===== src/rtl/kpl_pkg.sv =====
// Package for the keystroke password lockout block.
// Holds sizes, key and result codes, and the structs passed between blocks.
// No dependencies.
`default_nettype none

package kpl_pkg;

    localparam int ENTRY_BYTES = 16;
    localparam int BUF_DEPTH   = 15;
    localparam int PW_BYTES    = 15;
    localparam int KEY_W       = 8;
    localparam int LEN_W       = 4;
    localparam int CNT_W       = 4;
    localparam int WORD_W      = 64;
    localparam int IDX_W       = 2;

    localparam int ENTRY_MAX_INT = (ENTRY_BYTES - 1 < BUF_DEPTH) ? ENTRY_BYTES - 1 : BUF_DEPTH;
    localparam logic [LEN_W-1:0] ENTRY_LIMIT = LEN_W'(ENTRY_MAX_INT);

    localparam logic [KEY_W-1:0] KEY_NUL = 8'd0;
    localparam logic [KEY_W-1:0] KEY_BS  = 8'd8;
    localparam logic [KEY_W-1:0] KEY_LF  = 8'd10;
    localparam logic [KEY_W-1:0] KEY_CR  = 8'd13;

    localparam logic [IDX_W-1:0] REG_PW_LOW   = 2'd0;
    localparam logic [IDX_W-1:0] REG_PW_HIGH  = 2'd1;
    localparam logic [IDX_W-1:0] REG_MAX_ATT  = 2'd2;

    localparam logic [WORD_W-1:0] PW_LOW_RESET  = 64'd495791400296;
    localparam logic [WORD_W-1:0] PW_HIGH_RESET = 64'd0;
    localparam logic [CNT_W-1:0]  MAX_ATT_RESET = 4'd3;
    localparam logic [CNT_W-1:0]  FAIL_SAT      = 4'd15;

    localparam logic [1:0] MODE_LOGIN  = 2'd0;
    localparam logic [1:0] MODE_OPEN   = 2'd1;
    localparam logic [1:0] MODE_LOCKED = 2'd2;
    localparam logic [1:0] MODE_HALTED = 2'd3;

    typedef enum logic [1:0] {
        ECHO_NONE      = 2'd0,
        ECHO_NEWLINE   = 2'd1,
        ECHO_BACKSPACE = 2'd2,
        ECHO_ASTERISK  = 2'd3
    } echo_t;

    typedef enum logic [2:0] {
        EV_NONE           = 3'd0,
        EV_LOGIN_OK       = 3'd1,
        EV_LOGIN_FAIL     = 3'd2,
        EV_HALTED         = 3'd3,
        EV_SESSION_LOCKED = 3'd4,
        EV_UNLOCKED       = 3'd5,
        EV_UNLOCK_FAIL    = 3'd6
    } event_t;

    typedef logic [PW_BYTES-1:0][KEY_W-1:0] pw_bytes_t;

    typedef struct packed {
        logic             req_type;
        logic [KEY_W-1:0] key_code;
    } key_item_t;

    typedef struct packed {
        logic             clear;
        logic             pop;
        logic             push;
        logic [KEY_W-1:0] key;
    } entry_cmd_t;

    typedef struct packed {
        logic [LEN_W-1:0] count;
        logic             match;
    } entry_stat_t;

    typedef struct packed {
        echo_t            echo_code;
        event_t           event_res;
        logic [1:0]       mode;
        logic [LEN_W-1:0] entered_length;
        logic [CNT_W-1:0] failure_count;
    } result_t;

endpackage

`default_nettype wire


===== src/rtl/kpl_if.sv =====
// Handshake channels of the keystroke password lockout block.
// Key item channel and result item channel; depends on kpl_pkg.
`default_nettype none

interface kpl_key_if;
    import kpl_pkg::*;

    logic             valid;
    logic             ready;
    logic             req_type;
    logic [KEY_W-1:0] key_code;

    modport source (output valid, output req_type, output key_code, input ready);
    modport sink   (input valid, input req_type, input key_code, output ready);
endinterface

interface kpl_res_if;
    import kpl_pkg::*;

    logic             valid;
    logic             ready;
    logic [1:0]       echo_code;
    logic [2:0]       event_res;
    logic [1:0]       mode;
    logic [LEN_W-1:0] entered_length;
    logic [CNT_W-1:0] failure_count;

    modport source (output valid, output echo_code, output event_res, output mode,
                    output entered_length, output failure_count, input ready);
    modport sink   (input valid, input echo_code, input event_res, input mode,
                    input entered_length, input failure_count, output ready);
endinterface

`default_nettype wire


===== src/rtl/kpl_cfg_regs.sv =====
// Configuration registers: password words and attempt limit.
// Derives password bytes, password length and the effective limit; uses kpl_pkg.
`default_nettype none

module kpl_cfg_regs (
    input  logic                         clk,
    input  logic                         rst_n,
    input  logic                         wr_en,
    input  logic [kpl_pkg::IDX_W-1:0]    wr_index,
    input  logic [kpl_pkg::WORD_W-1:0]   wr_data,
    output kpl_pkg::pw_bytes_t           pw_bytes,
    output logic [kpl_pkg::LEN_W-1:0]    pw_len,
    output logic [kpl_pkg::CNT_W-1:0]    limit
);
    import kpl_pkg::*;

    logic [WORD_W-1:0] pw_low_reg;
    logic [WORD_W-1:0] pw_high_reg;
    logic [CNT_W-1:0]  max_att_reg;

    always_ff @(posedge clk or negedge rst_n)
    begin
        if (!rst_n)
        begin
            pw_low_reg  <= PW_LOW_RESET;
            pw_high_reg <= PW_HIGH_RESET;
            max_att_reg <= MAX_ATT_RESET;
        end
        else if (wr_en)
        begin
            unique case (wr_index)
                REG_PW_LOW:  pw_low_reg  <= wr_data;
                REG_PW_HIGH: pw_high_reg <= wr_data;
                REG_MAX_ATT: max_att_reg <= wr_data[CNT_W-1:0];
                default:     ;
            endcase
        end
    end

    always_comb
    begin
        for (int i = 0; i < PW_BYTES; i++)
        begin
            if (i < 8)
                pw_bytes[i] = pw_low_reg[8*i +: 8];
            else
                pw_bytes[i] = pw_high_reg[8*(i-8) +: 8];
        end
    end

    // first zero byte ends the password
    always_comb
    begin
        pw_len = LEN_W'(PW_BYTES);
        for (int i = PW_BYTES - 1; i >= 0; i--)
        begin
            if (pw_bytes[i] == KEY_NUL)
                pw_len = LEN_W'(i);
        end
    end

    assign limit = (max_att_reg == '0) ? CNT_W'(1) : max_att_reg;

endmodule

`default_nettype wire


===== src/rtl/kpl_entry_buf.sv =====
// Entry buffer: held characters, fill count and the line compare.
// Driven by entry commands from kpl_access_ctrl; uses kpl_pkg.
`default_nettype none

module kpl_entry_buf (
    input  logic                         clk,
    input  logic                         rst_n,
    input  kpl_pkg::entry_cmd_t          cmd,
    input  kpl_pkg::pw_bytes_t           pw_bytes,
    input  logic [kpl_pkg::LEN_W-1:0]    pw_len,
    output kpl_pkg::entry_stat_t         stat
);
    import kpl_pkg::*;

    logic [KEY_W-1:0] ent_reg [BUF_DEPTH];
    logic [LEN_W-1:0] count_reg;
    logic [LEN_W-1:0] count_next;
    logic             match;

    always_comb
    begin
        count_next = count_reg;
        if (cmd.clear)
            count_next = '0;
        else if (cmd.pop)
            count_next = count_reg - LEN_W'(1);
        else if (cmd.push)
            count_next = count_reg + LEN_W'(1);
    end

    always_ff @(posedge clk or negedge rst_n)
    begin
        if (!rst_n)
            count_reg <= '0;
        else
            count_reg <= count_next;
    end

    always_ff @(posedge clk)
    begin
        if (cmd.push)
            ent_reg[count_reg] <= cmd.key;
    end

    // compare held characters only
    always_comb
    begin
        match = (count_reg == pw_len);
        for (int i = 0; i < BUF_DEPTH; i++)
        begin
            if (LEN_W'(i) < count_reg && ent_reg[i] != pw_bytes[i])
                match = 1'b0;
        end
    end

    assign stat.count = count_reg;
    assign stat.match = match;

endmodule

`default_nettype wire


===== src/rtl/kpl_access_ctrl.sv =====
// Access control: mode state machine, failure counter and result register.
// Issues entry commands to kpl_entry_buf; uses kpl_pkg.
`default_nettype none

module kpl_access_ctrl (
    input  logic                         clk,
    input  logic                         rst_n,
    input  logic                         adv,
    input  kpl_pkg::key_item_t           item,
    input  kpl_pkg::entry_stat_t         stat,
    input  logic [kpl_pkg::CNT_W-1:0]    limit,
    input  logic                         res_ready,
    output kpl_pkg::entry_cmd_t          cmd,
    output logic                         res_valid,
    output kpl_pkg::result_t             res
);
    import kpl_pkg::*;

    typedef enum logic [1:0] {
        ST_LOGIN  = MODE_LOGIN,
        ST_OPEN   = MODE_OPEN,
        ST_LOCKED = MODE_LOCKED,
        ST_HALTED = MODE_HALTED
    } state_t;

    state_t           state_reg;
    state_t           state_next;
    logic [CNT_W-1:0] fail_reg;
    logic [CNT_W-1:0] fail_next;
    logic [CNT_W-1:0] fail_inc;
    logic             res_valid_reg;
    result_t          res_reg;
    result_t          res_next;
    entry_cmd_t       cmd_raw;
    logic             entry_mode;

    assign entry_mode = (state_reg == ST_LOGIN) || (state_reg == ST_LOCKED);
    assign fail_inc   = (fail_reg == FAIL_SAT) ? FAIL_SAT : fail_reg + CNT_W'(1);

    always_comb
    begin
        state_next      = state_reg;
        fail_next       = fail_reg;
        cmd_raw         = '0;
        cmd_raw.key     = item.key_code;
        res_next.echo_code      = ECHO_NONE;
        res_next.event_res      = EV_NONE;
        res_next.entered_length = stat.count;

        if (item.req_type)
        begin
            if (state_reg == ST_OPEN)
            begin
                state_next              = ST_LOCKED;
                cmd_raw.clear           = 1'b1;
                res_next.entered_length = '0;
                res_next.event_res      = EV_SESSION_LOCKED;
            end
        end
        else if (entry_mode && item.key_code != KEY_NUL)
        begin
            unique case (item.key_code) inside
                KEY_LF, KEY_CR:
                begin
                    cmd_raw.clear           = 1'b1;
                    res_next.entered_length = '0;
                    res_next.echo_code      = ECHO_NEWLINE;
                    if (state_reg == ST_LOGIN)
                    begin
                        if (stat.match)
                        begin
                            state_next         = ST_OPEN;
                            res_next.event_res = EV_LOGIN_OK;
                        end
                        else
                        begin
                            fail_next = fail_inc;
                            if (fail_inc >= limit)
                            begin
                                state_next         = ST_HALTED;
                                res_next.event_res = EV_HALTED;
                            end
                            else
                                res_next.event_res = EV_LOGIN_FAIL;
                        end
                    end
                    else if (stat.match)
                    begin
                        state_next         = ST_OPEN;
                        res_next.event_res = EV_UNLOCKED;
                    end
                    else
                        res_next.event_res = EV_UNLOCK_FAIL;
                end
                KEY_BS:
                begin
                    if (stat.count != '0)
                    begin
                        cmd_raw.pop             = 1'b1;
                        res_next.entered_length = stat.count - LEN_W'(1);
                        res_next.echo_code      = ECHO_BACKSPACE;
                    end
                end
                default:
                begin
                    if (stat.count < ENTRY_LIMIT)
                    begin
                        cmd_raw.push            = 1'b1;
                        res_next.entered_length = stat.count + LEN_W'(1);
                        res_next.echo_code      = ECHO_ASTERISK;
                    end
                end
            endcase
        end

        res_next.mode          = state_next;
        res_next.failure_count = fail_next;
    end

    always_comb
    begin
        cmd       = cmd_raw;
        cmd.clear = adv & cmd_raw.clear;
        cmd.pop   = adv & cmd_raw.pop;
        cmd.push  = adv & cmd_raw.push;
    end

    always_ff @(posedge clk or negedge rst_n)
    begin
        if (!rst_n)
        begin
            state_reg     <= ST_LOGIN;
            fail_reg      <= '0;
            res_valid_reg <= 1'b0;
            res_reg       <= '0;
        end
        else if (adv)
        begin
            state_reg     <= state_next;
            fail_reg      <= fail_next;
            res_valid_reg <= 1'b1;
            res_reg       <= res_next;
        end
        else if (res_ready)
            res_valid_reg <= 1'b0;
    end

    assign res_valid = res_valid_reg;
    assign res       = res_reg;

endmodule

`default_nettype wire


===== src/rtl/keystroke_password_lockout.sv =====
// Top level of the keystroke password lockout block.
// Depends on kpl_pkg, kpl_if, kpl_cfg_regs, kpl_entry_buf, kpl_access_ctrl.
//
//   channel   dir  handshake       payload
//   keys      in   valid / ready   req_type, key_code
//   results   out  valid / ready   echo_code, event_res, mode, entered_length, failure_count
//   config    in   wr_en           wr_index, wr_data
//
// The path holds two registers: input register, then result register.
// One item per cycle unless results stall; mode and entry update with the result register.
// A stalled result holds in the result register while one more item waits
// in the input register. Reset clears the count, failures, mode and valids;
// the entry characters are left as they are.
`default_nettype none

module keystroke_password_lockout (
    input  logic                         clk,
    input  logic                         rst_n,
    kpl_key_if.sink                      keys,
    kpl_res_if.source                    results,
    input  logic                         wr_en,
    input  logic [kpl_pkg::IDX_W-1:0]    wr_index,
    input  logic [kpl_pkg::WORD_W-1:0]   wr_data
);
    import kpl_pkg::*;

    logic          s1_valid_reg;
    key_item_t     s1_item_reg;
    logic          slot_free;
    logic          adv;
    logic          res_valid;
    result_t       res;
    entry_cmd_t    cmd;
    entry_stat_t   stat;
    pw_bytes_t     pw_bytes;
    logic [LEN_W-1:0] pw_len;
    logic [CNT_W-1:0] limit;

    assign slot_free  = !res_valid || results.ready;
    assign adv        = s1_valid_reg && slot_free;
    assign keys.ready = !s1_valid_reg || slot_free;

    always_ff @(posedge clk or negedge rst_n)
    begin
        if (!rst_n)
            s1_valid_reg <= 1'b0;
        else if (keys.ready)
            s1_valid_reg <= keys.valid;
    end

    always_ff @(posedge clk)
    begin
        if (keys.valid && keys.ready)
        begin
            s1_item_reg.req_type <= keys.req_type;
            s1_item_reg.key_code <= keys.key_code;
        end
    end

    kpl_cfg_regs u_cfg (
        .clk      (clk),
        .rst_n    (rst_n),
        .wr_en    (wr_en),
        .wr_index (wr_index),
        .wr_data  (wr_data),
        .pw_bytes (pw_bytes),
        .pw_len   (pw_len),
        .limit    (limit)
    );

    kpl_entry_buf u_entry (
        .clk      (clk),
        .rst_n    (rst_n),
        .cmd      (cmd),
        .pw_bytes (pw_bytes),
        .pw_len   (pw_len),
        .stat     (stat)
    );

    kpl_access_ctrl u_ctrl (
        .clk       (clk),
        .rst_n     (rst_n),
        .adv       (adv),
        .item      (s1_item_reg),
        .stat      (stat),
        .limit     (limit),
        .res_ready (results.ready),
        .cmd       (cmd),
        .res_valid (res_valid),
        .res       (res)
    );

    assign results.valid          = res_valid;
    assign results.echo_code      = res.echo_code;
    assign results.event_res      = res.event_res;
    assign results.mode           = res.mode;
    assign results.entered_length = res.entered_length;
    assign results.failure_count  = res.failure_count;

endmodule

`default_nettype wire


===== src/flat_wrapper.sv =====
// flat-port wrapper written by rule: the top's interface ports become plain ports
module keystroke_password_lockout_flat import kpl_pkg::*;
  (clk, rst_n, wr_en, wr_index, wr_data, keys_valid, keys_req_type, keys_key_code, keys_ready, results_valid, results_echo_code, results_event_res, results_mode, results_entered_length, results_failure_count, results_ready);
  kpl_key_if keys_i ();
  kpl_res_if results_i ();
  input  logic clk;
  input  logic rst_n;
  input  logic wr_en;
  input  logic [kpl_pkg::IDX_W-1:0] wr_index;
  input  logic [kpl_pkg::WORD_W-1:0] wr_data;
  input wire logic [$bits(keys_i.valid)-1:0] keys_valid;
  input wire logic [$bits(keys_i.req_type)-1:0] keys_req_type;
  input wire logic [$bits(keys_i.key_code)-1:0] keys_key_code;
  output wire logic [$bits(keys_i.ready)-1:0] keys_ready;
  output wire logic [$bits(results_i.valid)-1:0] results_valid;
  output wire logic [$bits(results_i.echo_code)-1:0] results_echo_code;
  output wire logic [$bits(results_i.event_res)-1:0] results_event_res;
  output wire logic [$bits(results_i.mode)-1:0] results_mode;
  output wire logic [$bits(results_i.entered_length)-1:0] results_entered_length;
  output wire logic [$bits(results_i.failure_count)-1:0] results_failure_count;
  input wire logic [$bits(results_i.ready)-1:0] results_ready;
  assign keys_i.valid = keys_valid;
  assign keys_i.req_type = keys_req_type;
  assign keys_i.key_code = keys_key_code;
  assign keys_ready = keys_i.ready;
  assign results_valid = results_i.valid;
  assign results_echo_code = results_i.echo_code;
  assign results_event_res = results_i.event_res;
  assign results_mode = results_i.mode;
  assign results_entered_length = results_i.entered_length;
  assign results_failure_count = results_i.failure_count;
  assign results_i.ready = results_ready;
  keystroke_password_lockout u_core (.clk(clk), .rst_n(rst_n), .keys(keys_i), .results(results_i), .wr_en(wr_en), .wr_index(wr_index), .wr_data(wr_data));
endmodule

===== config.mk =====
export PLATFORM = sky130hd
export DESIGN_NAME = keystroke_password_lockout_flat
export DESIGN_NICKNAME = d
export VERILOG_FILES = /design/src/rtl/kpl_pkg.sv /design/src/rtl/kpl_if.sv /design/src/rtl/kpl_cfg_regs.sv /design/src/rtl/kpl_entry_buf.sv /design/src/rtl/kpl_access_ctrl.sv /design/src/rtl/keystroke_password_lockout.sv /design/src/flat_wrapper.sv
export SDC_FILE = /design/constraint.sdc
export NUM_CORES = 1
export LEC_CHECK = 0
export ABC_AREA = 1
export ABC_CLOCK_PERIOD_IN_PS = 2650
export BUFFER_PORTS_ARGS = -buffer_cell sky130_fd_sc_hd__buf_4
export CAP_MARGIN = 5
export CORE_MARGIN = 4
export CORE_UTILIZATION = 54
export DETAILED_ROUTE_END_ITERATION = 16
export PLACE_DENSITY = 0.76
export SLEW_MARGIN = 20
export SYNTH_ARGS = -nofsm -noshare
export SYNTH_HDL_FRONTEND = slang
export SYNTH_SLANG_ARGS = --single-unit

===== constraint.sdc =====
create_clock -name clk -period 2.65 [get_ports clk]
set_clock_uncertainty 0.05 [all_clocks]
set_input_delay 0 -clock clk [delete_from_list [all_inputs] [get_ports clk]]
set_output_delay 0 -clock clk [all_outputs]
set_load 0.005 [all_outputs]

==> impl.org, run 1 <==
** Setup path
- Launch point of the worst reg-to-reg path :: u_core.s1_item_reg[0]$_DFFE_PP_
- Terminus of the critical flop-to-flop path :: u_core.u_entry.ent_reg[7][7]$_DFFE_PP_
- Crit Path Max Fanout :: 8
- Number of cells on the worst reg-to-reg path :: 9
- In this run the worst setup path begins at u_core.s1_item_reg[0]$_DFFE_PP_.
- The worst setup path is launched from a flop.
- In this run the register-to-register setup slack is between 0.1 and 0.15 ns.
- Last element of the critical path :: u_core.u_entry.ent_reg[7][7]$_DFFE_PP_
- Required time of the critical path :: around 2.8 ns
- The worst setup path is of the reg2reg kind.
- Type of destination of the critical path :: flop
- Critical path data arrival time :: roughly 2.6 ns

** Timing
- Share of the clock period used by the worst path :: 0.954
- The number of failing hold endpoints at the final stage was 1.
- Setup violations remaining at the end of the flow were counted as 0.
- Hold Slack :: -0.000996 ns
- Worst-Margin Slew :: 0.668 ns
- The worst pin sits at a relative slew slack of 0.552.
- Fmax :: 395 MHz
- Number of slew-limit violations in the final report :: 0
- Setup repair after global routing could not meet its margin everywhere.
- For the finished layout, the period the worst path requires is 2.53 ns.

** Cells and area
- The repair_antennas step left the layout with diodes totalling 0.
- Number of fill cells :: 1,640
- Area Growth Syn to Fin :: 26.4%
- Number of nets in the layout :: 1,612
- Summing all non-filler instances in the final layout gives an area of 0.0158 mm2.
- Final core area utilization :: 0.696
- In the final layout, the share of cells above drive strength 1 is 0.205.
- Max FFs per register :: 120

** Synth
- Total standard cell area after synthesis :: ~0.012 mm2
- By area the synthesized netlist is led by sky130_fd_sc_hd__edfxtp_1 (31%), sky130_fd_sc_hd__dfrtp_1 (24%), sky130_fd_sc_hd__nand2_1 (9.0%), sky130_fd_sc_hd__o21ai_0 (5.6%), sky130_fd_sc_hd__inv_1 (5.2%).
- Synthesized netlist net count :: 1,382
- The number of different library cells used by synthesis comes to 47.
- Yosys mapped a number of flops with a built-in enable equal to 129.
- Of the post-synthesis cell area, the dominant cell type holds 0.311.
- After synthesis the netlist holds a flip-flop and latch count of between 200 and 300.
- Summed over all instances, the cell type with the most area after synthesis is sky130_fd_sc_hd__edfxtp_1.
- Synth Warn # :: 0
- Post-synthesis area per instance :: approximately 9.6 um2
- Sequential fraction of the synthesis area :: 0.605
- Synthesized instance count :: ~1,300
- In the synthesized netlist the dominant register cell turns out to be sky130_fd_sc_hd__edfxtp_1.
- Of all flip-flops after synthesis, the portion carrying an async set or reset was 0.529.

** Power and ir drop
- Pint :: around 0.0085 W
- Summed over all nets, the switching power comes to around 0.0035 W.
- Total power per unit cell area :: 768 mW/mm2
- Leakage power summed over all cells :: about 7.1 nW
- Sequential share of power :: 0.447
- Of the total power, combinational logic draws 0.221.
- Largest voltage drop on the vdd net :: 0.000521 V
- Power share of the clock group :: 0.332
- Of the total power, the share spent switching nets is 0.293.

** Worst hold path
- In this run the worst hold path is classified as in2async.

** Global route
- The via count of the first global-routing pass came to between 9,000 and 10,000.
- After global routing the overflow that remains totals 0.
- Pin count of the biggest net entering global routing :: 69
- The number of antenna violations at the first check in global routing was 0.
- For this run, the total global-route usage over all layers was measured as 0.239.
- Global-route wire length before repair :: 49,400 um

** Clock network
- For the worst-skew pair, the clock arrives at the later sink with an insertion delay of 0.54 ns.
- The longest clock path from root to sink contains 3 buffers.
- TritonCTS built the clock tree.
- In this run the number of H-tree levels came out at 1.
- Clock tree synthesis selected as its root buffer the cell sky130_fd_sc_hd__clkbuf_16.
- Clock-pin slew was measured on the worst setup and hold paths at 0.06 ns.
- The tree built by TritonCTS fans out to 274 sinks.
- CTS buffer count :: 28

** Detailed routing
- The first routing iteration left 749 violations.
- WL/cell :: 16.8 um
- Using the TritonRoute via totals, the vias-per-cell ratio works out to 5.23.
- After detailed routing, the number of remaining DRC violations is 0.
- Once detail routing completed, the nets flagged for antenna violations numbered 0.
- Vias after detailed routing :: ~9,600
- Drt total wl :: 30,800 um
- Initial DRT Pass Iterations :: 5

** Placement
- Once placement finished, the instance area stood at between 0.01 and 0.015 mm2.
- HPWL after detailed placement :: 20,700 um
- Routability-driven placement finished with a final weighted congestion of approximately 0.9.
- The count of buffers added on input and output ports is 96.

** Job
- Across the run, the number of max-cap violations was 0.

** Floorplanning
- Io pins :: 97
- Placeable core area :: about 0.023 mm2
- The die is 160 um tall.
- The initial utilization of the core area, before any placement, comes to 0.550.
- Horiz. Die Dim :: 160 um
- Die Outline Area :: 0.0256 mm2
- Site Rows :: 55

** Run status
- The flow ran to the end, but the final reports show violations.
- Violations in the final reports :: hold timing
==> kinds of logic after synthesis <==
logic type | share of synthesized area
AOI/OAI and AO/OA | 0.0802
xor gates and xnor gates | 0.0457
and+or+nand+nor | 0.192
DFF | 0.605
adders and majority gates | 0.00904
muxes | 0.00542
buffers and inverters | 0.0632
==> power by group through the flow <==
stage,Sequential (W),Combinational (W),Clock (W)
finish,0.00541,0.00267,0.00401
detailed placement,0.00547,0.00238,0
CTS,0.00540,0.00253,0.00408
global placement,0.00546,0.00233,0
global route,0.00546,0.00300,0.00427
floorplan,0.00537,0.00150,0
==> cell type report <==
cell class	instances	area (um2)	share of cell area
sequential	274	7530	0.478
multi-input combinational	811	4300	0.273
timing repair buffer	228	1930	0.123
clock buffer	41	821	0.0521
inverter	180	681	0.0432
tap	285	357	0.0226
clock inverter	11	131	0.00834
==> cells in the final DEF (no fill, tap or decap), types with 29 or more instances in the layout <==
cell and n:
sky130_fd_sc_hd__xnor2_1 45, sky130_fd_sc_hd__nand2_1 294, sky130_fd_sc_hd__dlygate4sd3_1 81, sky130_fd_sc_hd__buf_4 145
sky130_fd_sc_hd__nand3_1 35, sky130_fd_sc_hd__or2_2 38, sky130_fd_sc_hd__dfrtp_1 121, sky130_fd_sc_hd__o21ai_0 140
sky130_fd_sc_hd__clkbuf_16 29, sky130_fd_sc_hd__edfxtp_1 129, sky130_fd_sc_hd__nor2_1 84, sky130_fd_sc_hd__inv_1 169
==> worst min path at each step <==
stage,end,cells past startpoint
2_1_floorplan,u_core.s1_valid_reg$_DFFE_PN0N_,0
3_3_place_gp,u_core.u_cfg.max_att_reg[3]$_DFFE_PN0P_,1
3_5_place_dp,u_core.u_cfg.max_att_reg[3]$_DFFE_PN0P_,1
4_1_cts,u_core.u_ctrl.res[12]$_DFFE_PN0P_,2
5_1_grt,u_core.u_cfg.max_att_reg[2]$_DFFE_PN0P_,2
6_report,u_core.u_cfg.max_att_reg[2]$_DFFE_PN0P_,2
==> metrics by stage <==
stage | worst slack [ns] | instances | setup TNS [ns] | power [W]
after floorplan | -0.0803 | 1293 | -2.57 | 0.00687
after global placement | -0.00415 | 1692 | -0.00594 | 0.00778
after detailed placement | -0.178 | 1692 | -3.20 | 0.00785
after CTS | 0.00768 | 1825 | 0 | 0.0120
after global routing | -0.0964 | 1830 | -4.68 | 0.0127
final | 0.121 | 1830 | 0 | 0.0121
==> timing repair <==
action,4_1_cts,5_1_grt
hold buffers,81,0
setup endpoints to repair,45,128
buffers inserted,0,5
endpoints found under the hold margin,243,0
resized for setup,10,27
pin swaps,0,5
==> synthesized netlist by cell type (2+ instances only) <==
master	n
sky130_fd_sc_hd__nand2_1	298
sky130_fd_sc_hd__inv_1	171
sky130_fd_sc_hd__o21ai_0	140
sky130_fd_sc_hd__edfxtp_1	129
sky130_fd_sc_hd__dfrtp_1	121
sky130_fd_sc_hd__nor2_1	99
sky130_fd_sc_hd__xnor2_1	45
sky130_fd_sc_hd__or2_2	38
sky130_fd_sc_hd__nand3_1	36
sky130_fd_sc_hd__nand4_1	28
sky130_fd_sc_hd__dfstp_2	24
sky130_fd_sc_hd__clkbuf_1	22
sky130_fd_sc_hd__xor2_1	20
sky130_fd_sc_hd__a21oi_1	16
sky130_fd_sc_hd__nor4_1	15
sky130_fd_sc_hd__nor3_1	12
sky130_fd_sc_hd__ha_1	9
sky130_fd_sc_hd__inv_2	7
sky130_fd_sc_hd__mux2_2	6
sky130_fd_sc_hd__nand2_2	5
sky130_fd_sc_hd__o22ai_1	5
sky130_fd_sc_hd__buf_1	4
sky130_fd_sc_hd__nor2_2	4
sky130_fd_sc_hd__o2111ai_1	4
sky130_fd_sc_hd__o21ai_1	4
sky130_fd_sc_hd__or2_1	4
sky130_fd_sc_hd__nand3_2	3
sky130_fd_sc_hd__a22o_1	2
sky130_fd_sc_hd__a22oi_1	2
sky130_fd_sc_hd__o21ai_2	2
sky130_fd_sc_hd__o41ai_1	2
==> critical path, cell delays in order (launching register included) <==
cell	delay, ns
sky130_fd_sc_hd__edfxtp_1	0.44
sky130_fd_sc_hd__inv_1	0.12
sky130_fd_sc_hd__nor3_1	0.06
sky130_fd_sc_hd__o21ai_0	0.26
sky130_fd_sc_hd__nand2_1	0.12
sky130_fd_sc_hd__nor2_1	0.13
sky130_fd_sc_hd__inv_1	0.07
sky130_fd_sc_hd__nor2_1	0.15
sky130_fd_sc_hd__inv_1	0.20
sky130_fd_sc_hd__nor3_2	0.56
==> metal layers <==
layer | global-route usage | share of wire
met5 | 0 | 0
met4 | 0.0700 | 0.027
met3 | 0.0361 | 0.060
met2 | 0.413 | 0.49
met1 | 0.318 | 0.42
(Power assumes the default switching activity.)
==> inputs of run 2 (changes only) <==
--- a/config.mk
+++ b/config.mk
@@ -6,7 +6,7 @@
 export NUM_CORES = 1
 export LEC_CHECK = 0
 export ABC_AREA = 1
-export ABC_CLOCK_PERIOD_IN_PS = 2650
+export ABC_CLOCK_PERIOD_IN_PS = 2300
 export BUFFER_PORTS_ARGS = -buffer_cell sky130_fd_sc_hd__buf_4
 export CAP_MARGIN = 5
 export CORE_MARGIN = 4
==> constraint.sdc (replaced) <==
create_clock -name clk -period 2.3 [get_ports clk]
set_clock_uncertainty 0.05 [all_clocks]
set_input_delay 0 -clock clk [delete_from_list [all_inputs] [get_ports clk]]
set_output_delay 0 -clock clk [all_outputs]
set_load 0.005 [all_outputs]
==> impl.org, run 2 (synthesis gave the netlist of run 1 again) <==
** Setup path
- Worst-case register-to-register setup slack :: -0.20 ns
- The worst register-to-register path begins at u_core.u_cfg.pw_high_reg[54]$_DFFE_PN0P_.
- Required time of the critical path :: 2.71 ns
- STA puts the critical path data arrival time at 2.91 ns.
- Among all stages on the critical path, the largest delay is contributed by sky130_fd_sc_hd__dfrtp_1.
- The endpoint identified for the worst register-to-register timing path is u_core.u_ctrl.res[8]$_DFFE_PN0P_.
- The signal on the critical path passes through buf_4 -> xnor2_1 -> nand4_1 -> o21ai_0 -> nand3_1 -> nor2_1 -> nand3_2 -> nor2_4 -> nand3_4 -> nand2_2 -> nand2_2 -> nand2_4 -> nand2_2 -> nand2_1 -> nand2_1.
- Top cell by count, worst path :: sky130_fd_sc_hd__nand2_2
- The critical path in this run is classified as reg2reg.
- The number of cells on the worst reg-to-reg path is 15.
- Maximum cell stage delay along the critical path :: 0.40 ns
- Crit Path Max Fanout :: 4
- Startpoint types :: flop
- Type of destination of the critical path :: flop

** Detailed routing
- In the routed design, unresolved DRC markers number 0.
- After detailed routing, the average wire length per cell comes to 17.5 um.
- The first routing iteration left 818 violations.
- Routed vias/inst :: 5.36
- Initial DRT Pass Iterations :: 5
- Drt total wl :: 32,600 um
- Once detail routing completed, the nets flagged for antenna violations numbered 0.
- Summing over every cut layer, the via total after detailed routing is 10,000.

** Clock network
- TritonCTS built the clock tree.
- The root buffer cell chosen for the clock tree is sky130_fd_sc_hd__clkbuf_16.
- H-tree levels :: 1
- Total clock sinks :: 274
- Register clock-pin slew on the reported worst setup and hold paths :: 0.06 ns
- CTS buffer count :: 29
- The clock passes through at most 3 buffers.
- Clk_lat worst skew :: 0.56 ns

** Cells and area
- The repair_antennas step left the layout with diodes totalling 0.
- Leaving out fill and tap cells, the most frequent cell in the layout is sky130_fd_sc_hd__nand2_1.
- For this run, the post-layout net count is approximately 1,600.
- Commonest cells after routing, fill and taps aside :: sky130_fd_sc_hd__nand2_1 (287), sky130_fd_sc_hd__buf_4 (166), sky130_fd_sc_hd__inv_1 (163)
- The register with the most flip-flops in the layout has 120 of them.
- Area Growth Syn to Fin :: 31.5%
- After filler insertion, the fill cell instance count of the layout stands at 1,510.
- In the final layout, the share of cells above drive strength 1 is 0.242.
- Final design area excluding fillers :: 0.0164 mm2
- The finished layout holds 1,866 standard cells, fillers aside.

** Global route
- Entering global routing, the biggest net connects 81 pins.
- Global-route wire length before repair :: between 50,000 and 60,000 um
- Total track usage :: 0.245
- Vias in the first global route :: 10,100
- The number of antenna violations at the first check in global routing is 0.
- Leftover overflow at the end of global routing :: 0

** Timing
- Setup repair after global routing could not meet its margin everywhere.
- Share of the clock period used by the worst path :: 1.09
- Static timing analysis puts the maximum clock frequency at approximately 400 MHz.
- Hold Slack :: approximately 0.11 ns
- Final number of hold-violating endpoints :: 0
- The max-slew violation count was 0.
- Total Neg Setup Slack :: -2.25 ns
- Total setup violations reported at the end of the flow :: 55
- Worst-Margin Slew :: 0.840 ns
- Measured against its own limit, the worst slew margin works out to 0.440.
- In the post-route analysis, the smallest setup slack over all paths is -0.200 ns.
- The worst path in the final design needs a cycle of 2.50 ns, including I/O delays and setup.

** Placement
- Cell count after placement :: 1,707
- HPWL after detailed placement :: 20,700 um
- Timing analysis after detailed placement gives a worst setup slack of -0.0755 ns.
- Routability congestion estimate from global placement :: 0.881
- After detailed placement, the total cell area comes to 0.0140 mm2.
- PortBufs :: 96

** Floorplanning
- During I/O placement, the number of pins put on the boundary was just under 100.
- The initial utilization of the core area, before any placement, comes to 0.550.
- Site Rows :: 55
- Horiz. Die Dim :: 160 um
- Placeable core area :: 0.0226 mm2
- Measured along the y axis, the die boundary spans 160 um.
- The die covers 0.0256 mm2.

** Worst hold path
- Capture endpoint of the worst hold path :: u_core.s1_item_reg[7]$_DFFE_PP_
- Along the worst hold path, the cell count comes to 2.
- Worst Min Path Start :: keys_key_code[7]
- In this run the worst hold path is classified as in2reg.

** Run status
- Violations in the final reports :: setup timing
- The run finished, with violations left.

** Power and ir drop
- IR analysis of the VDD net gives a maximum drop of ~0.00056 V.
- Total power per unit cell area :: 892 mW/mm2
- In this run the static leakage power is 7.34 nW.

** Job
- Max-cap violations in this run came to 0.
[run 2: changes by cell type in the layout (fill, tap and decap cells not counted), sizes merged]
cell / delta
clkbuf: -4
dlygate4sd3: +1
clkinv: +2
bufinv: +2
inv: +2
buf: +33
[run 2: critical path, delay by kind of cell (launching register included)]
kind            cells  cell delay (ns)
xor+xnor            1             0.22
flops               1             0.40
buf+inv             1             0.16
compound gates      1             0.30
simple gates       12             1.27
[run 2: power by group]
group	leakage, nW	internal, W	switching [W]	total, W
Clock	0.499	0.00301	0.00193	0.00493
Combinational	3.92	0.00147	0.00193	0.00341
Sequential	2.92	0.00575	0.000518	0.00627
[run 2: worst max path at each step]
stage	endpoint	depth (start not counted)	from
after floorplan	u_core.u_entry.ent_reg[12][0]$_DFFE_PP_	10	u_core.s1_item_reg[5]$_DFFE_PP_
after detailed placement	u_core.u_ctrl.res[8]$_DFFE_PN0P_	16	u_core.u_cfg.pw_low_reg[20]$_DFFE_PN1P_
after global placement	u_core.u_ctrl.res[8]$_DFFE_PN0P_	16	u_core.u_cfg.pw_low_reg[20]$_DFFE_PN1P_
final	u_core.u_ctrl.res[8]$_DFFE_PN0P_	15	u_core.u_cfg.pw_high_reg[54]$_DFFE_PN0P_
after CTS	u_core.u_entry.ent_reg[14][1]$_DFFE_PP_	9	u_core.s1_item_reg[3]$_DFFE_PP_
after global routing	u_core.u_ctrl.res[2]$_DFFE_PN0P_	24	u_core.u_cfg.pw_high_reg[41]$_DFFE_PN0P_
[run 2: area by class of cell]
cell class | count | area, um2 | share of cell area
flip-flops and latches | 274 | 7530 | 0.460
multi-input cells | 811 | 4500 | 0.275
repair buffers | 262 | 2280 | 0.139
clock buffers | 37 | 796 | 0.0486
inverters | 180 | 687 | 0.0419
well taps | 285 | 357 | 0.0218
clock inverters | 17 | 225 | 0.0137
[run 2: repair_timing]
item / in CTS / in global routing
pin swaps: 8 / 28
resized for setup: 12 / 71
endpoints found under the hold margin: 274 / 0
endpoints found under the setup margin: 54 / 135
hold buffers: 83 / 0
buffers inserted: 5 / 20
[run 2: metal layers]
layer	share of wire	vias to the layer above	GRT usage
li1	-	4759	-
met1	0.41	4756	0.315
met2	0.49	396	0.423
met3	0.063	89	0.0377
met4	0.036	0	0.0950
met5	0	-	0
[run 2: through the flow]
| step | total power (W) | util |
|---|---|---|
| 2_1_floorplan | 0.00799 | - |
| 4_1_cts | 0.0143 | 0.707 |
| 6_report | 0.0146 | 0.724 |
| 3_3_place_gp | 0.00906 | 0.620 |
| 5_1_grt | 0.0153 | 0.724 |
| 3_5_place_dp | 0.00918 | 0.620 |
==> inputs of run 3 (changes only) <==
--- a/config.mk
+++ b/config.mk
@@ -12,8 +12,10 @@
 export CORE_MARGIN = 4
 export CORE_UTILIZATION = 54
 export DETAILED_ROUTE_END_ITERATION = 16
+export GPL_TIMING_DRIVEN = 0
 export PLACE_DENSITY = 0.76
 export SLEW_MARGIN = 20
 export SYNTH_ARGS = -nofsm -noshare
 export SYNTH_HDL_FRONTEND = slang
+export SYNTH_HIERARCHICAL = 1
 export SYNTH_SLANG_ARGS = --single-unit
==> impl.org, run 3 <==
** Run status
- Status :: complete, but fails checks
- The checks that failed: setup timing.

** Setup path
- The critical path is of the reg2reg type.
- For the worst setup path, the data arrival time is 3.22 ns.
- Data on the critical path is required at its endpoint by 2.73 ns.
- In this design, the stage delay of the slowest critical-path cell is 0.40 ns.
- Type of destination of the critical path :: flop
- Cell family with the largest share of critical-path delay :: simple AND/OR/NAND/NOR gates
- Worst Path Buf+Inv :: 2
- The most numerous cell type found on the critical path is sky130_fd_sc_hd__nand2_1.
- Startpoint types :: flop
- Crit Path Max Fanout :: 5
- Highest-delay cell along the critical path :: sky130_fd_sc_hd__dfrtp_1

** Timing
- Setup repair after global routing could not meet its margin everywhere.
- In the finished design, the share of the clock period the worst path needs comes to 1.21.
- Worst-Margin Slew :: 0.589 ns
- Derived from the worst setup path, the maximum achievable clock frequency is 358 MHz.
- Hold timing on the final database bottoms out at a slack of 0.0110 ns.
- The max-slew violation count is 0.
- Min Tclk post-route :: 2.79 ns
- Smallest setup slack after layout :: -0.492 ns
- Total setup violations reported at the end of the flow :: 8
- In this run the tightest slew margin relative to its limit is 0.607.
- Final number of hold-violating endpoints :: 0

** Global route
- Pin count of the biggest net entering global routing :: between 90 and 100
- Total track usage :: 0.242
- For this run the aggregate overflow at the end of global routing stands at 0.
- The first global-routing pass estimated between 50,000 and 60,000 um of wire.
- The via count of the first global-routing pass came to 9,829.
- Initial antenna violation count :: 0

** Detailed routing
- In the final routed layout, each cell accounts on average for 16.9 um.
- Vias after detailed routing :: 9,754
- Number of DRC markers after the initial detailed-route iteration :: 939
- In the routed design, unresolved DRC markers number 0.
- Using the TritonRoute via totals, the vias-per-cell ratio works out to 5.20.
- Initial DRT Pass Iterations :: 7
- Drt total wl :: approximately 32,000 um
- Antenna Violating Nets Remaining :: 0

** Power and ir drop
- Across the VDD grid, the largest voltage drop is 0.000672 V.
- For this design the static power due to leakage is 7.12 nW.
- For this design the ratio of total power to cell area is 843 mW/mm2.

** Synth
- Multiplexer fraction of the synthesized cell area :: 0.00712
- Cell type with the largest total area after synthesis :: sky130_fd_sc_hd__edfxtp_1
- Of the synthesized area, sequential elements account for 0.595.
- Count of flip-flops with a built-in enable after synthesis :: 129
- Fraction of synthesized cell area taken by the top area cell type :: 0.306
- The netlist uses 44 different library cells.
- For this run, the number of Yosys warnings is 6.
- Dominant combinational cell family by area after synthesis :: simple AND/OR/NAND/NOR gates
- Most frequent cells after synthesis :: sky130_fd_sc_hd__nand2_1 (357), sky130_fd_sc_hd__inv_1 (151), sky130_fd_sc_hd__edfxtp_1 (129), sky130_fd_sc_hd__dfrtp_1 (121), sky130_fd_sc_hd__nor2_1 (105)
- The compound-cell area share of the yosys netlist is 0.0653.
- After synthesis, the cell types taking the most area are sky130_fd_sc_hd__edfxtp_1 (31%), sky130_fd_sc_hd__dfrtp_1 (24%), sky130_fd_sc_hd__nand2_1 (11%), sky130_fd_sc_hd__xnor2_1 (6.0%), sky130_fd_sc_hd__dfstp_2 (5.0%).
- Number of flip-flops and latches in the synthesized netlist :: 274
- Dividing the synthesized area by the synthesized cell count gives 9.69 um2.
- Of the total synthesized cell area, the portion taken by XOR and XNOR cells is 0.0733.
- Post-Synth Simple-Gate Area :: 0.183
- Among all flip-flop cells after synthesis, the most frequent one is sky130_fd_sc_hd__edfxtp_1.
- Summing every instance area after synthesis gives 0.0127 mm2.
- Of the total synthesized cell area, the portion taken by full adders, half adders and majority gates is 0.0109.
- When the netlist entered floorplanning its net count stood at 1,398.
- In the synthesized netlist, the number of instances is 1,307.
- The most common cell in the synthesized netlist is sky130_fd_sc_hd__nand2_1.
- After synthesis, the share of flip-flops with an asynchronous set or reset is 0.529.

** Worst hold path
- The tightest min-delay check is of the in2reg type.

** Cells and area
- Final core area utilization :: 0.704
- The register with the most flip-flops in the layout has between 100 and 150 of them.
- Leaving out fill and tap cells, the most frequent cell in the layout is sky130_fd_sc_hd__nand2_1.
- After the last flow step, the layout net total stands at 1,632.
- Of the cells placed in the final design, the portion with a size suffix greater than 1 is 0.196.
- Area Growth Syn to Fin :: 27.0%
- Commonest cells after routing, fill and taps aside :: sky130_fd_sc_hd__nand2_1 (347), sky130_fd_sc_hd__inv_1 (147), sky130_fd_sc_hd__edfxtp_1 (129)
- Ant. Diodes :: 0

** Clock network
- CTS buffer count :: 28
- CTS tree :: done
- Clk_lat worst skew :: 0.54 ns
- CTS built an H-tree with a depth of 1.
- Total clock sinks :: 274
- Clock tree synthesis selected as its root buffer the cell sky130_fd_sc_hd__clkbuf_16.
- Register clock-pin slew on the reported worst setup and hold paths :: 0.06 ns
- Clock buffer depth :: 3

** Floorplanning
- After floorplanning, the core was divided into 55 placement rows.
- Measured along the x axis, the die boundary spans roughly 160 um.
- For this configuration, the core starts out at a cell density of 0.554.
- The die is between 150 and 200 um tall.
- The floorplan step defined a core boundary enclosing 0.0228 mm2.
- Io pins :: 97
- The die covers 0.0260 mm2.

** Job
- Max-cap check violation count :: 0

** Placement
- HPWL after detailed placement :: 20,400 um
- PortBufs :: 96
- Routability congestion estimate from global placement :: 0.901
[run 3: area by class of cell]
type	instances	area, um2
fillers	1632	6770
well taps	313	392
plain buffers	40	215
repair buffers	205	1850
multi-input cells	832	4570
flip-flops and latches	274	7540
clock buffers	41	821
clock inverters	11	83.8
inverters	160	611
[run 3: cells by family (layout without fill, tap and decap cells)]
| logic type | count (synthesis) | after routing |
|---|---|---|
| buffers and inverters | 201 | 457 |
| and+or+nand+nor | 548 | 548 |
| muxes | 8 | 8 |
| AOI/OAI and AO/OA | 159 | 159 |
| DFF | 274 | 274 |
| adders and majority gates | 11 | 11 |
| xor gates and xnor gates | 106 | 106 |
[run 3: path summary, 6_finish.rpt]
path / startpoint / endpoint / slack [ns] / cells after the start
max reg2reg: u_core/u_cfg/pw_high_reg[51]$_DFFE_PN0P_ / u_core/u_ctrl/res[3]$_DFFE_PN0P_ / -0.49 / 28
min: wr_en / u_core/u_cfg/max_att_reg[1]$_DFFE_PN1P_ / 0.01 / 3
max: u_core/u_cfg/pw_high_reg[51]$_DFFE_PN0P_ / u_core/u_ctrl/res[3]$_DFFE_PN0P_ / -0.49 / 28
min in group asynchronous: rst_n / u_core/u_cfg/pw_low_reg[26]$_DFFE_PN1P_ / 0.05 / 2
min reg2reg: u_core/u_cfg/max_att_reg[0]$_DFFE_PN1P_ / u_core/u_cfg/max_att_reg[0]$_DFFE_PN1P_ / 0.44 / 2
max in group asynchronous: rst_n / u_core/u_cfg/pw_low_reg[19]$_DFFE_PN1P_ / 1.64 / 3
[run 3: power by group]
part	internal [W]	leakage, nW	switching (W)
Combinational	0.00131	3.75	0.00161
Sequential	0.00571	2.93	0.000530
Clock	0.00258	0.445	0.00181
Total	0.00960	7.12	0.00395
[run 3: through the flow]
step	area (um2)	setup TNS, ns	power, W	worst slack, ns	std cells
2_1_floorplan	12700	-0.566	0.00791	-0.153	1307
3_3_place_gp	13800	-55.18	0.00863	-0.622	1716
3_5_place_dp	13900	-64.15	0.00874	-0.661	1717
4_1_cts	16000	-3.38	0.0135	-0.477	1869
5_1_grt	16100	-8.29	0.0142	-0.747	1876
6_report	16100	-3.60	0.0135	-0.492	1876
[run 3: what timing repair did]
action	4_1_cts	5_1_grt
endpoints found under the setup margin	132	131
buffers inserted	20	8
pin swaps	21	18
hold endpoints to repair	279	0
resized for setup	41	23
hold buffers	80	0
[run 3: worst register-to-register path: cells and delay by family (launching register included)]
family / cells / cell delay, ns
DFF: 1 / 0.40
xor gates and xnor gates: 1 / 0.17
and+or+nand+nor: 24 / 1.89
AOI/OAI and AO/OA: 1 / 0.06
buffers and inverters: 2 / 0.17
[run 3: routing by layer]
metal	track usage	vias up	wire, um
li1	-	4674	-
met5	0	-	0
met3	0.0337	61	1790
met1	0.322	4702	13200
met2	0.422	317	15900
met4	0.0640	0	845
